`config.mk`:
```
export PLATFORM = sky130hd
export DESIGN_NAME = fractional_baud_divisor_search_unit_flat
export DESIGN_NICKNAME = d
export VERILOG_FILES = /design/src/sv/fbds_pkg.sv /design/src/sv/fbds_if.sv /design/src/sv/fbds_div.sv /design/src/sv/fbds_datapath.sv /design/src/sv/fbds_ctrl.sv /design/src/sv/fractional_baud_divisor_search_unit.sv /design/src/flat_wrapper.sv
export SDC_FILE = /design/constraint.sdc
export NUM_CORES = 2
export LEC_CHECK = 0
export BUFFER_PORTS_ARGS = -buffer_cell sky130_fd_sc_hd__buf_4
export CORE_MARGIN = 2
export CORE_UTILIZATION = 44
export DETAILED_ROUTE_END_ITERATION = 16
export SETUP_SLACK_MARGIN = 0.2
export SLEW_MARGIN = 20
export SYNTH_ARGS = -nofsm -noshare
export SYNTH_HDL_FRONTEND = slang
export SYNTH_SLANG_ARGS = --single-unit
```
`constraint.sdc`:
```
create_clock -name clk -period 8.47 [get_ports clk]
set_input_delay 2.1175 -clock clk [delete_from_list [all_inputs] [get_ports clk]]
set_output_delay 2.1175 -clock clk [all_outputs]
set_load 0.03 [all_outputs]
```
`src/sv/fbds_pkg.sv`:
```
// Package for the fractional baud divisor search unit.
// Holds widths, limits, the divider operand selector and the
// controller/datapath command and status structs. No dependencies.
`default_nettype none
package fbds_pkg;

    localparam int PCLK_W    = 28;
    localparam int GOAL_W    = 22;
    localparam int DIV_W     = 16;
    localparam int FRAC_W    = 4;
    localparam int ERR_W     = 30;
    localparam int BEST_ERR_W = 31;
    localparam int WORD_W    = 32;

    localparam logic [DIV_W-1:0]  DIVISOR_MAX = 16'd65535;
    localparam logic [FRAC_W-1:0] FRAC_MAX    = 4'd15;
    localparam logic [FRAC_W-1:0] DV_MIN      = 4'd2;

    typedef enum logic [2:0] {
        DS_Q    = 3'd0,
        DS_FRAC = 3'd1,
        DS_BASE = 3'd2,
        DS_DV   = 3'd3,
        DS_BAUD = 3'd4
    } div_sel_t;

    typedef struct packed {
        logic     init;
        logic     start_div;
        logic     capture;
        div_sel_t div_sel;
        logic     set_bounds;
        logic     next_d;
        logic     clr_m;
        logic     next_m;
        logic     update_best;
        logic     load_out;
    } fbds_cmd_t;

    typedef struct packed {
        logic goal_zero;
        logic div_busy;
        logic div_done;
        logic empty;
        logic fden_zero;
        logic frac_zero;
        logic dv_ok;
        logic better;
        logic d_last;
        logic m_last;
        logic out_free;
    } fbds_stat_t;

endpackage
`default_nettype wire

```
`src/sv/fbds_if.sv`:
```
// Handshake interfaces for the fractional baud divisor search unit:
// request, result and configuration write channels. Uses fbds_pkg.
`default_nettype none
interface fbds_req_if;
    import fbds_pkg::*;
    logic              valid;
    logic              ready;
    logic [GOAL_W-1:0] goal_baud;
    modport source (output valid, output goal_baud, input ready);
    modport sink   (input valid, input goal_baud, output ready);
endinterface

interface fbds_rsp_if;
    import fbds_pkg::*;
    logic              valid;
    logic              ready;
    logic [DIV_W-1:0]  divisor_latch;
    logic [FRAC_W-1:0] frac_multiplier;
    logic [FRAC_W-1:0] frac_divide_add;
    logic [ERR_W-1:0]  error_x256;
    logic              found;
    modport source (output valid, output divisor_latch, output frac_multiplier,
                    output frac_divide_add, output error_x256, output found,
                    input ready);
    modport sink   (input valid, input divisor_latch, input frac_multiplier,
                    input frac_divide_add, input error_x256, input found,
                    output ready);
endinterface

interface fbds_cfg_if;
    import fbds_pkg::*;
    logic              valid;
    logic              ready;
    logic [PCLK_W-1:0] data;
    modport source (output valid, output data, input ready);
    modport sink   (input valid, input data, output ready);
endinterface
`default_nettype wire

```
`src/sv/fbds_div.sv`:
```
// Radix-2 restoring divider, 32-bit unsigned, one quotient bit per cycle.
// Used by fbds_datapath. Depends on fbds_pkg.
`default_nettype none
module fbds_div (
    input  wire logic                        clk,
    input  wire logic                        rst_n,
    input  wire logic                        start,
    input  wire logic [fbds_pkg::WORD_W-1:0] dividend,
    input  wire logic [fbds_pkg::WORD_W-1:0] divisor,
    output logic                             busy,
    output logic                             done,
    output logic [fbds_pkg::WORD_W-1:0]      quotient
);
    import fbds_pkg::*;

    logic [WORD_W-1:0] rem_reg, rem_next;
    logic [WORD_W-1:0] quo_reg, quo_next;
    logic [WORD_W-1:0] dsr_reg, dsr_next;
    logic [4:0]        cnt_reg, cnt_next;
    logic              busy_reg, busy_next;
    logic              done_reg, done_next;
    logic [WORD_W:0]   trial;
    logic [WORD_W:0]   diff;

    always_comb
    begin
        trial     = {rem_reg, quo_reg[WORD_W-1]};
        diff      = trial - {1'b0, dsr_reg};
        rem_next  = rem_reg;
        quo_next  = quo_reg;
        dsr_next  = dsr_reg;
        cnt_next  = cnt_reg;
        busy_next = busy_reg;
        done_next = 1'b0;
        if (start && !busy_reg)
        begin
            rem_next  = '0;
            quo_next  = dividend;
            dsr_next  = divisor;
            cnt_next  = '0;
            busy_next = 1'b1;
        end
        else if (busy_reg)
        begin
            if (!diff[WORD_W])
            begin
                rem_next = diff[WORD_W-1:0];
                quo_next = {quo_reg[WORD_W-2:0], 1'b1};
            end
            else
            begin
                rem_next = trial[WORD_W-1:0];
                quo_next = {quo_reg[WORD_W-2:0], 1'b0};
            end
            cnt_next = cnt_reg + 5'd1;
            if (cnt_reg == 5'd31)
            begin
                busy_next = 1'b0;
                done_next = 1'b1;
            end
        end
    end

    always_ff @(posedge clk or negedge rst_n)
    begin
        if (!rst_n)
        begin
            cnt_reg  <= '0;
            busy_reg <= 1'b0;
            done_reg <= 1'b0;
        end
        else
        begin
            cnt_reg  <= cnt_next;
            busy_reg <= busy_next;
            done_reg <= done_next;
        end
    end

    always_ff @(posedge clk)
    begin
        rem_reg <= rem_next;
        quo_reg <= quo_next;
        dsr_reg <= dsr_next;
    end

    assign busy     = busy_reg;
    assign done     = done_reg;
    assign quotient = quo_reg;

endmodule
`default_nettype wire

```
`src/sv/fbds_datapath.sv`:
```
// Datapath of the baud divisor search: search registers, operand muxes,
// shared divider, best-setting registers and the result register.
// Depends on fbds_pkg and fbds_div.
`default_nettype none
module fbds_datapath (
    input  wire logic                        clk,
    input  wire logic                        rst_n,
    input  wire fbds_pkg::fbds_cmd_t         cmd,
    output fbds_pkg::fbds_stat_t             stat,
    input  wire logic                        cfg_we,
    input  wire logic [fbds_pkg::PCLK_W-1:0] cfg_data,
    input  wire logic [fbds_pkg::GOAL_W-1:0] goal_in,
    input  wire logic                        out_ready,
    output logic                             out_valid,
    output logic [fbds_pkg::DIV_W-1:0]       out_divisor,
    output logic [fbds_pkg::FRAC_W-1:0]      out_mul,
    output logic [fbds_pkg::FRAC_W-1:0]      out_dadd,
    output logic [fbds_pkg::ERR_W-1:0]       out_err,
    output logic                             out_found
);
    import fbds_pkg::*;

    logic [PCLK_W-1:0]     pclk_reg;
    logic [GOAL_W-1:0]     goal_reg;
    logic [WORD_W-1:0]     q_reg, frac_reg, base_reg, dvq_reg, baud_reg;
    logic [DIV_W-1:0]      hi_reg;
    logic [DIV_W-1:0]      d_reg;
    logic [FRAC_W-1:0]     m_reg;
    logic [DIV_W-1:0]      best_d_reg;
    logic [FRAC_W-1:0]     best_m_reg, best_da_reg;
    logic [BEST_ERR_W-1:0] best_err_reg;
    logic                  found_reg;
    logic                  out_valid_reg;
    logic [DIV_W-1:0]      out_d_reg;
    logic [FRAC_W-1:0]     out_m_reg, out_da_reg;
    logic [ERR_W-1:0]      out_err_reg;
    logic                  out_found_reg;

    logic [WORD_W-1:0]     dvd, dsr, quo;
    logic                  div_busy, div_done;
    logic [37:0]           goal_d_prod;
    logic [35:0]           baud_prod;
    logic [28:0]           hi_raw;
    logic [DIV_W-1:0]      hi_val;
    logic [23:0]           lo_raw, lo_val;
    logic [WORD_W-1:0]     dv1k;
    logic [21:0]           dv;
    logic [4:0]            m_plus_dv;
    logic [WORD_W-1:0]     goal256, err;

    assign goal_d_prod = goal_reg * d_reg;
    assign baud_prod   = base_reg * m_reg;
    assign dv1k        = dvq_reg - {18'd0, m_reg, 10'd0};
    assign dv          = dv1k[WORD_W-1:10];
    assign m_plus_dv   = {1'b0, m_reg} + {1'b0, dv[FRAC_W-1:0]};
    assign goal256     = {2'b00, goal_reg, 8'd0};
    assign err         = (baud_reg >= goal256) ? baud_reg - goal256 : goal256 - baud_reg;

    // Divisor bounds from q = pclk / goal.
    assign hi_raw = {1'b0, q_reg[WORD_W-1:4]} + 29'd1;
    assign hi_val = (hi_raw > {13'd0, DIVISOR_MAX}) ? DIVISOR_MAX : hi_raw[DIV_W-1:0];
    assign lo_raw = q_reg[WORD_W-1:8];
    assign lo_val = (lo_raw >= 24'd3) ? lo_raw - 24'd1 : 24'd2;

    always_comb
    begin
        unique case (cmd.div_sel)
            DS_Q:
            begin
                dvd = {4'd0, pclk_reg};
                dsr = {10'd0, goal_reg};
            end
            DS_FRAC:
            begin
                dvd = goal_d_prod[WORD_W-1:0];
                dsr = {18'd0, pclk_reg[PCLK_W-1:14]};
            end
            DS_BASE:
            begin
                dvd = {pclk_reg, 4'd0};
                dsr = {16'd0, d_reg};
            end
            DS_DV:
            begin
                dvd = {8'd0, m_reg, 20'd0} + {1'b0, frac_reg[21:0], 9'd0};
                dsr = frac_reg;
            end
            DS_BAUD:
            begin
                dvd = baud_prod[WORD_W-1:0];
                dsr = {27'd0, m_plus_dv};
            end
            default:
            begin
                dvd = '0;
                dsr = '0;
            end
        endcase
    end

    fbds_div u_div (
        .clk      (clk),
        .rst_n    (rst_n),
        .start    (cmd.start_div),
        .dividend (dvd),
        .divisor  (dsr),
        .busy     (div_busy),
        .done     (div_done),
        .quotient (quo)
    );

    always_ff @(posedge clk or negedge rst_n)
    begin
        if (!rst_n)
        begin
            pclk_reg      <= 28'd18000000;
            d_reg         <= '0;
            m_reg         <= '0;
            best_d_reg    <= '0;
            best_m_reg    <= '0;
            best_da_reg   <= '0;
            best_err_reg  <= '0;
            found_reg     <= 1'b0;
            out_valid_reg <= 1'b0;
        end
        else
        begin
            if (cfg_we)
                pclk_reg <= cfg_data;
            if (cmd.init)
            begin
                best_d_reg   <= '0;
                best_m_reg   <= '0;
                best_da_reg  <= '0;
                best_err_reg <= {1'b0, goal_in, 8'd0};
                found_reg    <= 1'b0;
            end
            else if (cmd.update_best)
            begin
                best_d_reg   <= d_reg;
                best_m_reg   <= m_reg;
                best_da_reg  <= dv[FRAC_W-1:0];
                best_err_reg <= err[BEST_ERR_W-1:0];
                found_reg    <= 1'b1;
            end
            if (cmd.set_bounds)
                d_reg <= lo_val[DIV_W-1:0];
            else if (cmd.next_d)
                d_reg <= d_reg + 16'd1;
            if (cmd.clr_m)
                m_reg <= '0;
            else if (cmd.next_m)
                m_reg <= m_reg + 4'd1;
            if (cmd.load_out)
                out_valid_reg <= 1'b1;
            else if (out_ready)
                out_valid_reg <= 1'b0;
        end
    end

    always_ff @(posedge clk)
    begin
        if (cmd.init)
            goal_reg <= goal_in;
        if (cmd.set_bounds)
            hi_reg <= hi_val;
        if (cmd.capture)
        begin
            unique case (cmd.div_sel)
                DS_Q:    q_reg    <= quo;
                DS_FRAC: frac_reg <= quo;
                DS_BASE: base_reg <= quo;
                DS_DV:   dvq_reg  <= quo;
                DS_BAUD: baud_reg <= quo;
                default: q_reg    <= quo;
            endcase
        end
        if (cmd.load_out)
        begin
            out_d_reg     <= best_d_reg;
            out_m_reg     <= best_m_reg;
            out_da_reg    <= best_da_reg;
            out_err_reg   <= found_reg ? best_err_reg[ERR_W-1:0] : '0;
            out_found_reg <= found_reg;
        end
    end

    always_comb
    begin
        stat.goal_zero = (goal_in == '0);
        stat.div_busy  = div_busy;
        stat.div_done  = div_done;
        stat.empty     = (lo_val > {8'd0, hi_val});
        stat.fden_zero = (pclk_reg[PCLK_W-1:14] == '0);
        stat.frac_zero = (frac_reg == '0);
        stat.dv_ok     = (dv >= {18'd0, DV_MIN}) && (dv <= {18'd0, FRAC_MAX});
        stat.better    = (err < {1'b0, best_err_reg});
        stat.d_last    = (d_reg == hi_reg);
        stat.m_last    = (m_reg == FRAC_MAX);
        stat.out_free  = !out_valid_reg || out_ready;
    end

    assign out_valid   = out_valid_reg;
    assign out_divisor = out_d_reg;
    assign out_mul     = out_m_reg;
    assign out_dadd    = out_da_reg;
    assign out_err     = out_err_reg;
    assign out_found   = out_found_reg;

`ifndef SYNTHESIS
    a_start_idle: assert property (@(posedge clk) disable iff (!rst_n)
        cmd.start_div |-> !div_busy)
        else $error("divider started while busy");
    a_capture_done: assert property (@(posedge clk) disable iff (!rst_n)
        cmd.capture |-> div_done)
        else $error("quotient captured without divider done");
    a_d_in_range: assert property (@(posedge clk) disable iff (!rst_n)
        cmd.next_d |-> (d_reg < hi_reg))
        else $error("divisor stepped past upper bound");
    a_found_set: assert property (@(posedge clk) disable iff (!rst_n)
        cmd.update_best |=> found_reg)
        else $error("found flag not set after best update");
`endif

endmodule
`default_nettype wire

```
`src/sv/fbds_ctrl.sv`:
```
// Controller of the baud divisor search: one-hot state machine that
// sequences the divisions and the divisor/multiplier loops.
// Depends on fbds_pkg.
`default_nettype none
module fbds_ctrl (
    input  wire logic                 clk,
    input  wire logic                 rst_n,
    input  wire logic                 req_valid,
    output logic                      req_ready,
    input  wire fbds_pkg::fbds_stat_t stat,
    output fbds_pkg::fbds_cmd_t       cmd
);
    import fbds_pkg::*;

    typedef enum logic [13:0] {
        S_IDLE    = 14'b00000000000001,
        S_QDIV    = 14'b00000000000010,
        S_BOUNDS  = 14'b00000000000100,
        S_DSTEP   = 14'b00000000001000,
        S_FDIV    = 14'b00000000010000,
        S_FCHK    = 14'b00000000100000,
        S_BDIV    = 14'b00000001000000,
        S_MSTART  = 14'b00000010000000,
        S_DVDIV   = 14'b00000100000000,
        S_CHECK   = 14'b00001000000000,
        S_BAUDDIV = 14'b00010000000000,
        S_CMP     = 14'b00100000000000,
        S_ADV     = 14'b01000000000000,
        S_DONE    = 14'b10000000000000
    } state_t;

    state_t state_reg, state_next;

    always_comb
    begin
        cmd        = '0;
        cmd.div_sel = DS_Q;
        state_next = state_reg;
        req_ready  = 1'b0;
        unique case (state_reg)
            S_IDLE:
            begin
                req_ready = 1'b1;
                if (req_valid)
                begin
                    cmd.init = 1'b1;
                    if (stat.goal_zero)
                        state_next = S_DONE;
                    else
                        state_next = S_QDIV;
                end
            end
            S_QDIV:
            begin
                // The divider start is issued here on entry, while the divider is neither busy nor done.
                cmd.div_sel   = DS_Q;
                cmd.start_div = !stat.div_busy && !stat.div_done;
                if (stat.div_done)
                begin
                    cmd.start_div = 1'b0;
                    cmd.capture   = 1'b1;
                    state_next    = S_BOUNDS;
                end
            end
            S_BOUNDS:
            begin
                if (stat.empty)
                    state_next = S_DONE;
                else
                begin
                    cmd.set_bounds = 1'b1;
                    state_next     = S_DSTEP;
                end
            end
            S_DSTEP:
            begin
                if (stat.fden_zero)
                begin
                    if (stat.d_last)
                        state_next = S_DONE;
                    else
                        cmd.next_d = 1'b1;
                end
                else
                begin
                    cmd.div_sel   = DS_FRAC;
                    cmd.start_div = 1'b1;
                    state_next    = S_FDIV;
                end
            end
            S_FDIV:
            begin
                cmd.div_sel = DS_FRAC;
                if (stat.div_done)
                begin
                    cmd.capture = 1'b1;
                    state_next  = S_FCHK;
                end
            end
            S_FCHK:
            begin
                if (stat.frac_zero)
                begin
                    if (stat.d_last)
                        state_next = S_DONE;
                    else
                    begin
                        cmd.next_d = 1'b1;
                        state_next = S_DSTEP;
                    end
                end
                else
                begin
                    cmd.div_sel   = DS_BASE;
                    cmd.start_div = 1'b1;
                    state_next    = S_BDIV;
                end
            end
            S_BDIV:
            begin
                cmd.div_sel = DS_BASE;
                if (stat.div_done)
                begin
                    cmd.capture = 1'b1;
                    cmd.clr_m   = 1'b1;
                    state_next  = S_MSTART;
                end
            end
            S_MSTART:
            begin
                cmd.div_sel   = DS_DV;
                cmd.start_div = 1'b1;
                state_next    = S_DVDIV;
            end
            S_DVDIV:
            begin
                cmd.div_sel = DS_DV;
                if (stat.div_done)
                begin
                    cmd.capture = 1'b1;
                    state_next  = S_CHECK;
                end
            end
            S_CHECK:
            begin
                if (stat.dv_ok)
                begin
                    cmd.div_sel   = DS_BAUD;
                    cmd.start_div = 1'b1;
                    state_next    = S_BAUDDIV;
                end
                else
                    state_next = S_ADV;
            end
            S_BAUDDIV:
            begin
                cmd.div_sel = DS_BAUD;
                if (stat.div_done)
                begin
                    cmd.capture = 1'b1;
                    state_next  = S_CMP;
                end
            end
            S_CMP:
            begin
                cmd.update_best = stat.better;
                state_next      = S_ADV;
            end
            S_ADV:
            begin
                if (!stat.m_last)
                begin
                    cmd.next_m = 1'b1;
                    state_next = S_MSTART;
                end
                else if (stat.d_last)
                    state_next = S_DONE;
                else
                begin
                    cmd.next_d = 1'b1;
                    state_next = S_DSTEP;
                end
            end
            S_DONE:
            begin
                if (stat.out_free)
                begin
                    cmd.load_out = 1'b1;
                    state_next   = S_IDLE;
                end
            end
            default:
            begin
                state_next = S_IDLE;
            end
        endcase
    end

    always_ff @(posedge clk or negedge rst_n)
    begin
        if (!rst_n)
            state_reg <= S_IDLE;
        else
            state_reg <= state_next;
    end

`ifndef SYNTHESIS
    a_ready_idle: assert property (@(posedge clk) disable iff (!rst_n)
        (req_valid && req_ready) |=> (state_reg != S_IDLE))
        else $error("request accepted but search not started");
    a_load_done: assert property (@(posedge clk) disable iff (!rst_n)
        cmd.load_out |=> (state_reg == S_IDLE))
        else $error("result loaded outside the finish step");
    a_no_start_wait: assert property (@(posedge clk) disable iff (!rst_n)
        (cmd.start_div && cmd.capture) |-> 1'b0)
        else $error("divider start and capture in one cycle");
`endif

endmodule
`default_nettype wire

```
`src/sv/fractional_baud_divisor_search_unit.sv`:
```
// Fractional baud divisor search unit: one result item per goal item.
// Sequence: a division for q, then per divisor a fraction division and, if the
// fraction is nonzero, a base division, plus per multiplier a divide-add division
// and a baud division when the divide-add is in range; all share the one divider. One item is searched at a time.
// Reset: asynchronous active-low; clock register returns to 18000000 Hz.
`default_nettype none
module fractional_baud_divisor_search_unit (
    input  wire logic clk,
    input  wire logic rst_n,
    fbds_cfg_if.sink  cfg,
    fbds_req_if.sink  req,
    fbds_rsp_if.source rsp
);
    import fbds_pkg::*;

    fbds_cmd_t  cmd;
    fbds_stat_t stat;
    logic       req_ready;

    assign cfg.ready = 1'b1;
    assign req.ready = req_ready;

    fbds_ctrl u_ctrl (
        .clk       (clk),
        .rst_n     (rst_n),
        .req_valid (req.valid),
        .req_ready (req_ready),
        .stat      (stat),
        .cmd       (cmd)
    );

    fbds_datapath u_dp (
        .clk         (clk),
        .rst_n       (rst_n),
        .cmd         (cmd),
        .stat        (stat),
        .cfg_we      (cfg.valid),
        .cfg_data    (cfg.data),
        .goal_in     (req.goal_baud),
        .out_ready   (rsp.ready),
        .out_valid   (rsp.valid),
        .out_divisor (rsp.divisor_latch),
        .out_mul     (rsp.frac_multiplier),
        .out_dadd    (rsp.frac_divide_add),
        .out_err     (rsp.error_x256),
        .out_found   (rsp.found)
    );

endmodule
`default_nettype wire

```
`src/flat_wrapper.sv`:
```
// flat-port wrapper written by rule: the top's interface ports become plain ports
module fractional_baud_divisor_search_unit_flat import fbds_pkg::*;
  (clk, rst_n, cfg_valid, cfg_data, cfg_ready, req_valid, req_goal_baud, req_ready, rsp_valid, rsp_divisor_latch, rsp_frac_multiplier, rsp_frac_divide_add, rsp_error_x256, rsp_found, rsp_ready);
  fbds_cfg_if cfg_i ();
  fbds_req_if req_i ();
  fbds_rsp_if rsp_i ();
  input  wire logic clk;
  input  wire logic rst_n;
  input wire logic [$bits(cfg_i.valid)-1:0] cfg_valid;
  input wire logic [$bits(cfg_i.data)-1:0] cfg_data;
  output wire logic [$bits(cfg_i.ready)-1:0] cfg_ready;
  input wire logic [$bits(req_i.valid)-1:0] req_valid;
  input wire logic [$bits(req_i.goal_baud)-1:0] req_goal_baud;
  output wire logic [$bits(req_i.ready)-1:0] req_ready;
  output wire logic [$bits(rsp_i.valid)-1:0] rsp_valid;
  output wire logic [$bits(rsp_i.divisor_latch)-1:0] rsp_divisor_latch;
  output wire logic [$bits(rsp_i.frac_multiplier)-1:0] rsp_frac_multiplier;
  output wire logic [$bits(rsp_i.frac_divide_add)-1:0] rsp_frac_divide_add;
  output wire logic [$bits(rsp_i.error_x256)-1:0] rsp_error_x256;
  output wire logic [$bits(rsp_i.found)-1:0] rsp_found;
  input wire logic [$bits(rsp_i.ready)-1:0] rsp_ready;
  assign cfg_i.valid = cfg_valid;
  assign cfg_i.data = cfg_data;
  assign cfg_ready = cfg_i.ready;
  assign req_i.valid = req_valid;
  assign req_i.goal_baud = req_goal_baud;
  assign req_ready = req_i.ready;
  assign rsp_valid = rsp_i.valid;
  assign rsp_divisor_latch = rsp_i.divisor_latch;
  assign rsp_frac_multiplier = rsp_i.frac_multiplier;
  assign rsp_frac_divide_add = rsp_i.frac_divide_add;
  assign rsp_error_x256 = rsp_i.error_x256;
  assign rsp_found = rsp_i.found;
  assign rsp_i.ready = rsp_ready;
  fractional_baud_divisor_search_unit u_core (.clk(clk), .rst_n(rst_n), .cfg(cfg_i), .req(req_i), .rsp(rsp_i));
endmodule
```
# --- Word-level counts from Yosys, hierarchy flattened ---
# Cells that the tools add are included.
classes:
  add_sub_neg: 11
  multipliers: 2
  n_lt_le_gt_ge: 7
  eq_ne: 29
  mux: 76
  n_bitwise: 1
  n_reduce_logical: 25
ops:
  columns: ["cell", "count"]
  rows:
  - ["$pmux W32 S5", 2]
  - ["$mux W14", 14]
  - ["$pmux W14 S14", 1]
  - ["$mux W32", 4]
  - ["$mux W16", 5]
  - ["$mux W31", 2]
  - ["$sub A33 B32 Y33", 1]
  - ["$add A24 B31 Y32", 1]
  - ["$ge A32 B30 Y1", 1]
  - ["$logic_not A32 Y1", 1]
  - ["$lt A32 B31 Y1", 1]
  - ["$mul A22 B16 Y32", 1]
  - ["$mul A32 B4 Y32", 1]
  - ["$sub A30 B32 Y32", 1]
  - ["$sub A32 B14 Y32", 1]
  - ["$sub A32 B30 Y32", 1]
  - ["$mux W1", 31]
  - ["$add A28 B1 Y29 const B", 1]
  - ["$gt A29 B16 Y1 const B", 1]
  - ["$ge A24 B2 Y1 const B", 1]
  - ["$gt A24 B16 Y1", 1]
  - ["$mux W24", 1]
  - ["$mux W4", 6]
  - ["$sub A24 B1 Y24 const B", 1]
  - ["49 further kinds", 70]
word_totals:
  reg_bits: 475
  inputBits: 55
  out_inout_bits: 58
  elab_cells: 179

# --- Logic depth before layout (Yosys ltp) ---
logic_depth:
  depth_word: 9
  depth_mapped: 26
  ltp_nobuf: 23

# --- Cells and area by module ---
# A second synthesis with hierarchy kept.
hier_totals:
  hier_cells: 4187
  hier_area_um2: 40375.0
by_module_without_submodules:
  columns: ["module", "n_inst", "cells_per_inst", "area_each_um2", "seq_area_each_um2"]
  rows:
  - ["fbds_datapath", 1, 3471, 33228.1, 9813.2]
  - ["fbds_div", 1, 572, 5923.2, 2737.6]
  - ["fbds_ctrl", 1, 142, 1212.4, 351.6]
  - ["fractional_baud_divisor_search_unit", 1, 2, 11.3, 0.0]

# --- Worst setup path after synthesis ---
# Ideal clock, no wire load.
synth_path:
  path_type: "reg-to-reg"
  startpoint: "reg u_core.u_dp.d_reg[2]"
  endpoint: "reg u_core.u_dp.u_div.quo_reg[28] (netlist: u_core.u_dp.u_div.quotient[28]), data pin"
  setup_time_ns: 0.152
  arrival_time_ns: 6.646
  required_time_ns: 8.318
  path_slack_ns: 1.672
  stages_incl_launch_ff: 24
  n_path_buf: 3
  period_less_slack_ns: 6.798
  cell_sequence: "dfrtp_1 clkbuf_1 clkbuf_1 clkbuf_1 nand2_1 fa_1 fa_1 fa_1 inv_1 fa_1 fa_1 inv_1 fa_1 inv_1 ha_1 a21o_1 a311oi_1 or3b_2 o211a_1 or3_1 a2111oi_0 a211oi_1 o221a_2 o21ai_0"
synth_via:
  elab_chain_len: 3
synth_lines:
  columns: ["element", "line", "text"]
  rows:
  - ["start: declaration", "fbds_datapath.sv:27", "logic [DIV_W-1:0] d_reg;"]
  - ["start signal: assignment", "fbds_datapath.sv:147", "d_reg <= lo_val[DIV_W-1:0];"]
  - ["start signal: assignment", "fbds_datapath.sv:149", "d_reg <= d_reg + 16'd1;"]
  - ["$mul A22 B16 Y32", "fbds_datapath.sv:51", "assign goal_d_prod = goal_reg * d_reg;"]
  - ["$pmux W32 S5", "fbds_datapath.sv:67", "unique case (cmd.div_sel)"]
  - ["$mux W32", "fbds_div.sv:35", "if (start && !busy_reg)"]
  - ["named net u_core.u_dp.u_div.quo_next[28]", "fbds_div.sv:17", "logic [WORD_W-1:0] quo_reg, quo_next;"]
  - ["end signal: assignment", "fbds_div.sv:83", "quo_reg <= quo_next;"]
  - ["end: declaration", "fbds_div.sv:17", null]
# The timed path passes the listed nets, and every way through them passes these cells.
# A chain may end at the register's enable or synchronous reset.

# --- Worst setup path after layout ---
layout_path:
  startpoint: "reg u_core.u_dp.goal_reg[3]"
  endpoint: "reg u_core.u_dp.u_div.quo_reg[29] (netlist: u_core.u_dp.u_div.quotient[29]), data pin"
layout_via:
  elab_chain_len: 3
layout_lines:
  columns: ["element", "line", "text"]
  rows:
  - ["start: declaration", "fbds_datapath.sv:24", "logic [GOAL_W-1:0] goal_reg;"]
  - ["start signal: assignment", "fbds_datapath.sv:164", "goal_reg <= goal_in;"]
  - ["$mul A22 B16 Y32", "fbds_datapath.sv:51", null]
  - ["$pmux W32 S5", "fbds_datapath.sv:67", null]
  - ["$mux W32", "fbds_div.sv:35", null]
  - ["named net u_core.u_dp.u_div.quo_next[29]", "fbds_div.sv:17", null]
# The timed path passes the listed nets, and every way through them passes these cells.

==> metrics.txt <==
# TYPE chip_impl_metric gauge
chip_impl_metric{name="synth.lib_cells_used.distinct",unit=""} 101
chip_impl_metric{name="cp_data_arrival_time",unit="ps"} 8110
chip_impl_metric{name="cts.sink_count",unit=""} 461
chip_impl_metric{name="power_leakage",unit="nW"} 19.2
chip_impl_metric{name="area_of_the_die",unit="mm2"} 0.0936
chip_impl_metric{name="rows",unit=""} 110
chip_impl_metric{name="finalNetCount",unit=""} 4867
chip_impl_metric{name="worst_path_fanout_max",unit=""} 17
chip_impl_info{name="run_status",value="finished, final reports clean"} 1
chip_impl_metric{name="remaining_overflow_grt",unit=""} 0
chip_impl_metric{name="detail-route-antenna-nets",unit=""} 0
chip_impl_info{name="leading_cell_types_by_count_after_synthesis",value="sky130_fd_sc_hd__nand2_1, sky130_fd_sc_hd__inv_1, sky130_fd_sc_hd__fa_1"} 1
chip_impl_metric{name="synth_seq_cells",unit=""} 461
chip_impl_metric{name="htreeDepth",unit=""} 2
chip_impl_metric{name="timing.final.crit_period",unit="ps"} 7720
chip_impl_info{name="yosysMostFrequentCell",value="sky130_fd_sc_hd__nand2_1"} 1
chip_impl_metric{name="grt.total_usage",unit="%"} 28.2
chip_impl_metric{name="post_drt_wl_per_cell",unit="um"} 24.1
chip_impl_metric{name="grt_max_degree",unit=""} 76
chip_impl_metric{name="swShare",unit="%"} 36.3
chip_impl_info{name="rsz0062_at_grt",value="false"} 1
chip_impl_metric{name="cts_resized",unit=""} 0
chip_impl_metric{name="syn_area",unit="mm2"} 0.0401
chip_impl_metric{name="placeable_core_region",unit="mm2"} 0.0901
chip_impl_metric{name="worst_slew_pin_slew",unit="ps"} 1240
chip_impl_info{name="library_cell_used_as_clock_root_buffer",value="sky130_fd_sc_hd__clkbuf_16"} 1
chip_impl_metric{name="synth_fp_nets",unit=""} 4843
chip_impl_metric{name="path_clk_slew",unit="ps"} 70
chip_impl_info{name="tritoncts",value="done"} 1
chip_impl_metric{name="layout.filler_cells",unit=""} 8387
chip_impl_metric{name="cts.hold.buffers_added",unit=""} 0
chip_impl_metric{name="initial_antenna_violation_count",unit=""} 5
chip_impl_metric{name="syn_avg_cell_area",unit="um2"} 9.54
chip_impl_metric{name="fin_util",unit="%"} 49.0
chip_impl_info{name="crit_path_frequent_cell",value="sky130_fd_sc_hd__fa_1"} 1
chip_impl_metric{name="start_util",unit="%"} 44.5
chip_impl_metric{name="dr.pass1.iters",unit=""} 8
chip_impl_metric{name="seq_power_share",unit="%"} 41.8
chip_impl_metric{name="final_max_slew_viol_count",unit=""} 0
chip_impl_metric{name="pwr-share-comb",unit="%"} 26.5
chip_impl_info{name="crit_path_top_delay_cell",value="sky130_fd_sc_hd__edfxtp_1"} 1
chip_impl_metric{name="detailed_place.area",unit="mm2"} 0.0421
chip_impl_metric{name="floorplan.die.height",unit="um"} 306
chip_impl_metric{name="final_area",unit="mm2"} 0.0442
chip_impl_info{name="startpoint_type",value="flop"} 1
chip_impl_metric{name="syn2layout_area_growth",unit="%"} 10.1
chip_impl_metric{name="layout_worst_path_cycle_share",unit="%"} 91.2
chip_impl_metric{name="post-synth-top-area-fraction",unit="%"} 22.7
chip_impl_info{name="timing.critical_path.cells",value="inv_1 -> nor2_1 -> fa_1 -> fa_1 -> fa_1 -> fa_1 -> fa_1 -> inv_1 -> fa_1 -> inv_1 -> ha_1 -> a21oi_1 -> o21ai_0 -> a211o_1 -> a211oi_1 -> nor3_1 -> o211a_1 -> o21a_1 -> a2111oi_0 -> nor2_1"} 1
chip_impl_metric{name="timing.fmax",unit="GHz"} 0.129
chip_impl_metric{name="gpl.final_weighted_congestion",unit=""} 0.956
chip_impl_metric{name="yosysSeqAreaShare",unit="%"} 32.2
chip_impl_metric{name="route.vias.total",unit=""} 32100
chip_impl_metric{name="max-clock-path-buffers",unit=""} 3
chip_impl_metric{name="clock_power_share",unit="%"} 31.7
chip_impl_metric{name="clock_insertion_delay_worst_skew",unit="ps"} 690
chip_impl_info{name="crit_type",value="flop to flop"} 1
chip_impl_metric{name="first_global_vias",unit=""} 31800
chip_impl_metric{name="post_cts_buffers",unit=""} 0
chip_impl_metric{name="finalHoldViolCount",unit=""} 0
chip_impl_metric{name="total_negative_slack_for_setup_checks",unit="ps"} 0
chip_impl_metric{name="drtIter0Drc",unit=""} 3488
chip_impl_metric{name="max_cap_violations",unit=""} 0
chip_impl_metric{name="cts-buffers-inserted",unit=""} 56
chip_impl_info{name="hp-class",value="flop to flop"} 1
chip_impl_info{name="synth_ff_type",value="sky130_fd_sc_hd__edfxtp_1"} 1
chip_impl_metric{name="half_perimeter_wire_length_after_placement",unit="um"} 98100
chip_impl_metric{name="final_layout_size_suffix_gt1_share",unit="%"} 8.95
chip_impl_metric{name="synth_enable_flop_cells",unit=""} 303
chip_impl_metric{name="post-layout-total-power",unit="mW"} 8.35
chip_impl_metric{name="route.detailed.vias_per_inst",unit=""} 5.88
chip_impl_metric{name="wire_length_of_the_first_global_routing_pass",unit="um"} 200000
chip_impl_metric{name="post-route-drc-count",unit=""} 0
chip_impl_metric{name="setup_viol",unit=""} 0
chip_impl_metric{name="p_switching",unit="mW"} 3.03
chip_impl_metric{name="final.setup_skew",unit="ps"} 35.9
chip_impl_metric{name="synthesized_instance_count",unit=""} 4206
chip_impl_info{name="yosys-top-cells-area",value="sky130_fd_sc_hd__edfxtp_1, sky130_fd_sc_hd__fa_1, sky130_fd_sc_hd__ha_1"} 1
chip_impl_metric{name="cellPowerDensity",unit="mW/mm2"} 189
chip_impl_metric{name="timing.max_slew.rel_slack",unit="%"} 16.1
chip_impl_metric{name="io_buffers",unit=""} 111
chip_impl_info{name="critical_path.endpoint_type",value="flop"} 1
chip_impl_metric{name="worst-endpoint-required",unit="ps"} 8860
chip_impl_info{name="synth.largest_area_cell",value="sky130_fd_sc_hd__edfxtp_1"} 1
chip_impl_metric{name="cell_internal_pwr",unit="mW"} 5.32
chip_impl_metric{name="floorplan.die.width",unit="um"} 306
chip_impl_metric{name="peakVddDrop",unit="uV"} 171
chip_impl_metric{name="crit_path_max_incr_delay",unit="ps"} 1020
chip_impl_metric{name="tightest_hold_margin",unit="ps"} 447
chip_impl_metric{name="post_synthesis_async_set_or_reset_flop_share",unit="%"} 27.3
chip_impl_metric{name="route.final.wire_length",unit="um"} 131000
chip_impl_metric{name="ports_placed_on_the_boundary",unit=""} 113
chip_impl_metric{name="synthesis.yosys.warnings",unit=""} 0
==> critical path, delay by kind of cell, from the launching register on <==
kind                       cells  cell delay, ps
AOI/OAI and AO/OA              7            1950
adders and majority gates      7            3400
buffers and inverters          3             500
DFF                            1            1020
and+or+nand+nor                3             540
==> cell type report <==
cell class              instances  area [um2]  share of cell area (%)
clock inverters                36         479                    1.09
clock buffers                  69        1560                    3.54
multi-input cells            3010       24500                    55.4
diodes                          4        10.0                  0.0227
repair buffers                164        1260                    2.85
flip-flops and latches        461       12900                    29.2
inverters                     537        2020                    4.56
well taps                    1176        1470                    3.33
==> worst paths after layout <==
kind	from	to	slack [ps]	cells past startpoint
worst max register to register	u_core.u_dp.goal_reg[3]$_DFFE_PP_	u_core.u_dp.u_div.quotient[29]$_DFFE_PP_	750	20
worst min-delay path	u_core.u_dp.best_d_reg[12]$_DFFE_PN0P_	u_core.u_dp.out_divisor[12]$_DFFE_PP_	450	0
worst min register to register	u_core.u_dp.best_d_reg[12]$_DFFE_PN0P_	u_core.u_dp.out_divisor[12]$_DFFE_PP_	450	0
max in group asynchronous	rst_n	u_core.u_dp.m_reg[3]$_DFFE_PN0P_	5550	2
worst max-delay path	u_core.u_dp.goal_reg[3]$_DFFE_PP_	u_core.u_dp.u_div.quotient[29]$_DFFE_PP_	750	20
min in group asynchronous	rst_n	u_core.u_dp.best_d_reg[13]$_DFFE_PN0P_	1510	1
==> stage by stage <==
step / setup slack [ps] / cells
floorplan: 1670 / 4206
global placement: 899 / 5348
finish: 747 / 5457
global route: 427 / 5453
detailed placement: 922 / 5348
CTS: 831 / 5453
==> layout by cell type, fill, tap and decap left out, types with 17 or more instances in the layout <==
cell,Yosys,routed
sky130_fd_sc_hd__o211ai_1,27,27
sky130_fd_sc_hd__nand2_1,536,536
sky130_fd_sc_hd__nor2_1,215,212
sky130_fd_sc_hd__a211oi_1,25,24
sky130_fd_sc_hd__o21a_1,32,32
sky130_fd_sc_hd__a21o_1,73,73
sky130_fd_sc_hd__nand4_1,39,39
sky130_fd_sc_hd__a22oi_1,18,18
sky130_fd_sc_hd__mux2_2,35,35
sky130_fd_sc_hd__inv_1,533,532
sky130_fd_sc_hd__o21bai_1,17,17
sky130_fd_sc_hd__buf_4,6,161
sky130_fd_sc_hd__a221o_1,25,25
sky130_fd_sc_hd__dfrtp_1,118,115
sky130_fd_sc_hd__o21ai_0,159,159
sky130_fd_sc_hd__o21ai_1,53,53
sky130_fd_sc_hd__nand3_1,66,66
sky130_fd_sc_hd__a31oi_1,30,30
sky130_fd_sc_hd__fa_1,327,327
sky130_fd_sc_hd__and3_1,31,30
sky130_fd_sc_hd__mux2i_1,48,48
sky130_fd_sc_hd__a21oi_1,150,150
sky130_fd_sc_hd__a222oi_1,21,21
sky130_fd_sc_hd__nor4_1,65,64
sky130_fd_sc_hd__nor3_1,57,55
sky130_fd_sc_hd__ha_1,255,255
sky130_fd_sc_hd__dfxtp_1,32,32
sky130_fd_sc_hd__nand2b_1,26,26
sky130_fd_sc_hd__clkbuf_16,0,58
sky130_fd_sc_hd__edfxtp_1,303,303
sky130_fd_sc_hd__xor2_1,68,68
sky130_fd_sc_hd__o31ai_1,20,20
sky130_fd_sc_hd__and2_1,220,220
sky130_fd_sc_hd__xnor2_1,108,108
==> layer usage <==
layer  global-route usage, %  wire (um)
met3                    5.07      11500
met2                    43.1      57100
met1                    39.9      57100
met5                       0         21
met4                    10.8       5720
==> power groups by stage <==
stage	logic, mW	clock network (mW)	registers, mW
after floorplan	1.69	0	3.05
after global placement	2.17	0	3.49
after detailed placement	2.18	0	3.49
after CTS	2.19	2.69	3.45
after global routing	2.45	2.78	3.48
final	2.21	2.65	3.49
==> cell families (layout without fill, tap and decap cells) <==
kind of cell	count (synthesis)	in the layout	synth area share, %
simple gates	1369	1369	16.8
xor+xnor	176	176	3.84
fa+ha+maj	582	582	24.3
compound gates	794	794	13.5
other cells	1	5	0.00935
mux	88	88	2.32
flops	461	461	32.2
buf+inv	735	806	7.12
(Power assumes the default switching activity.)
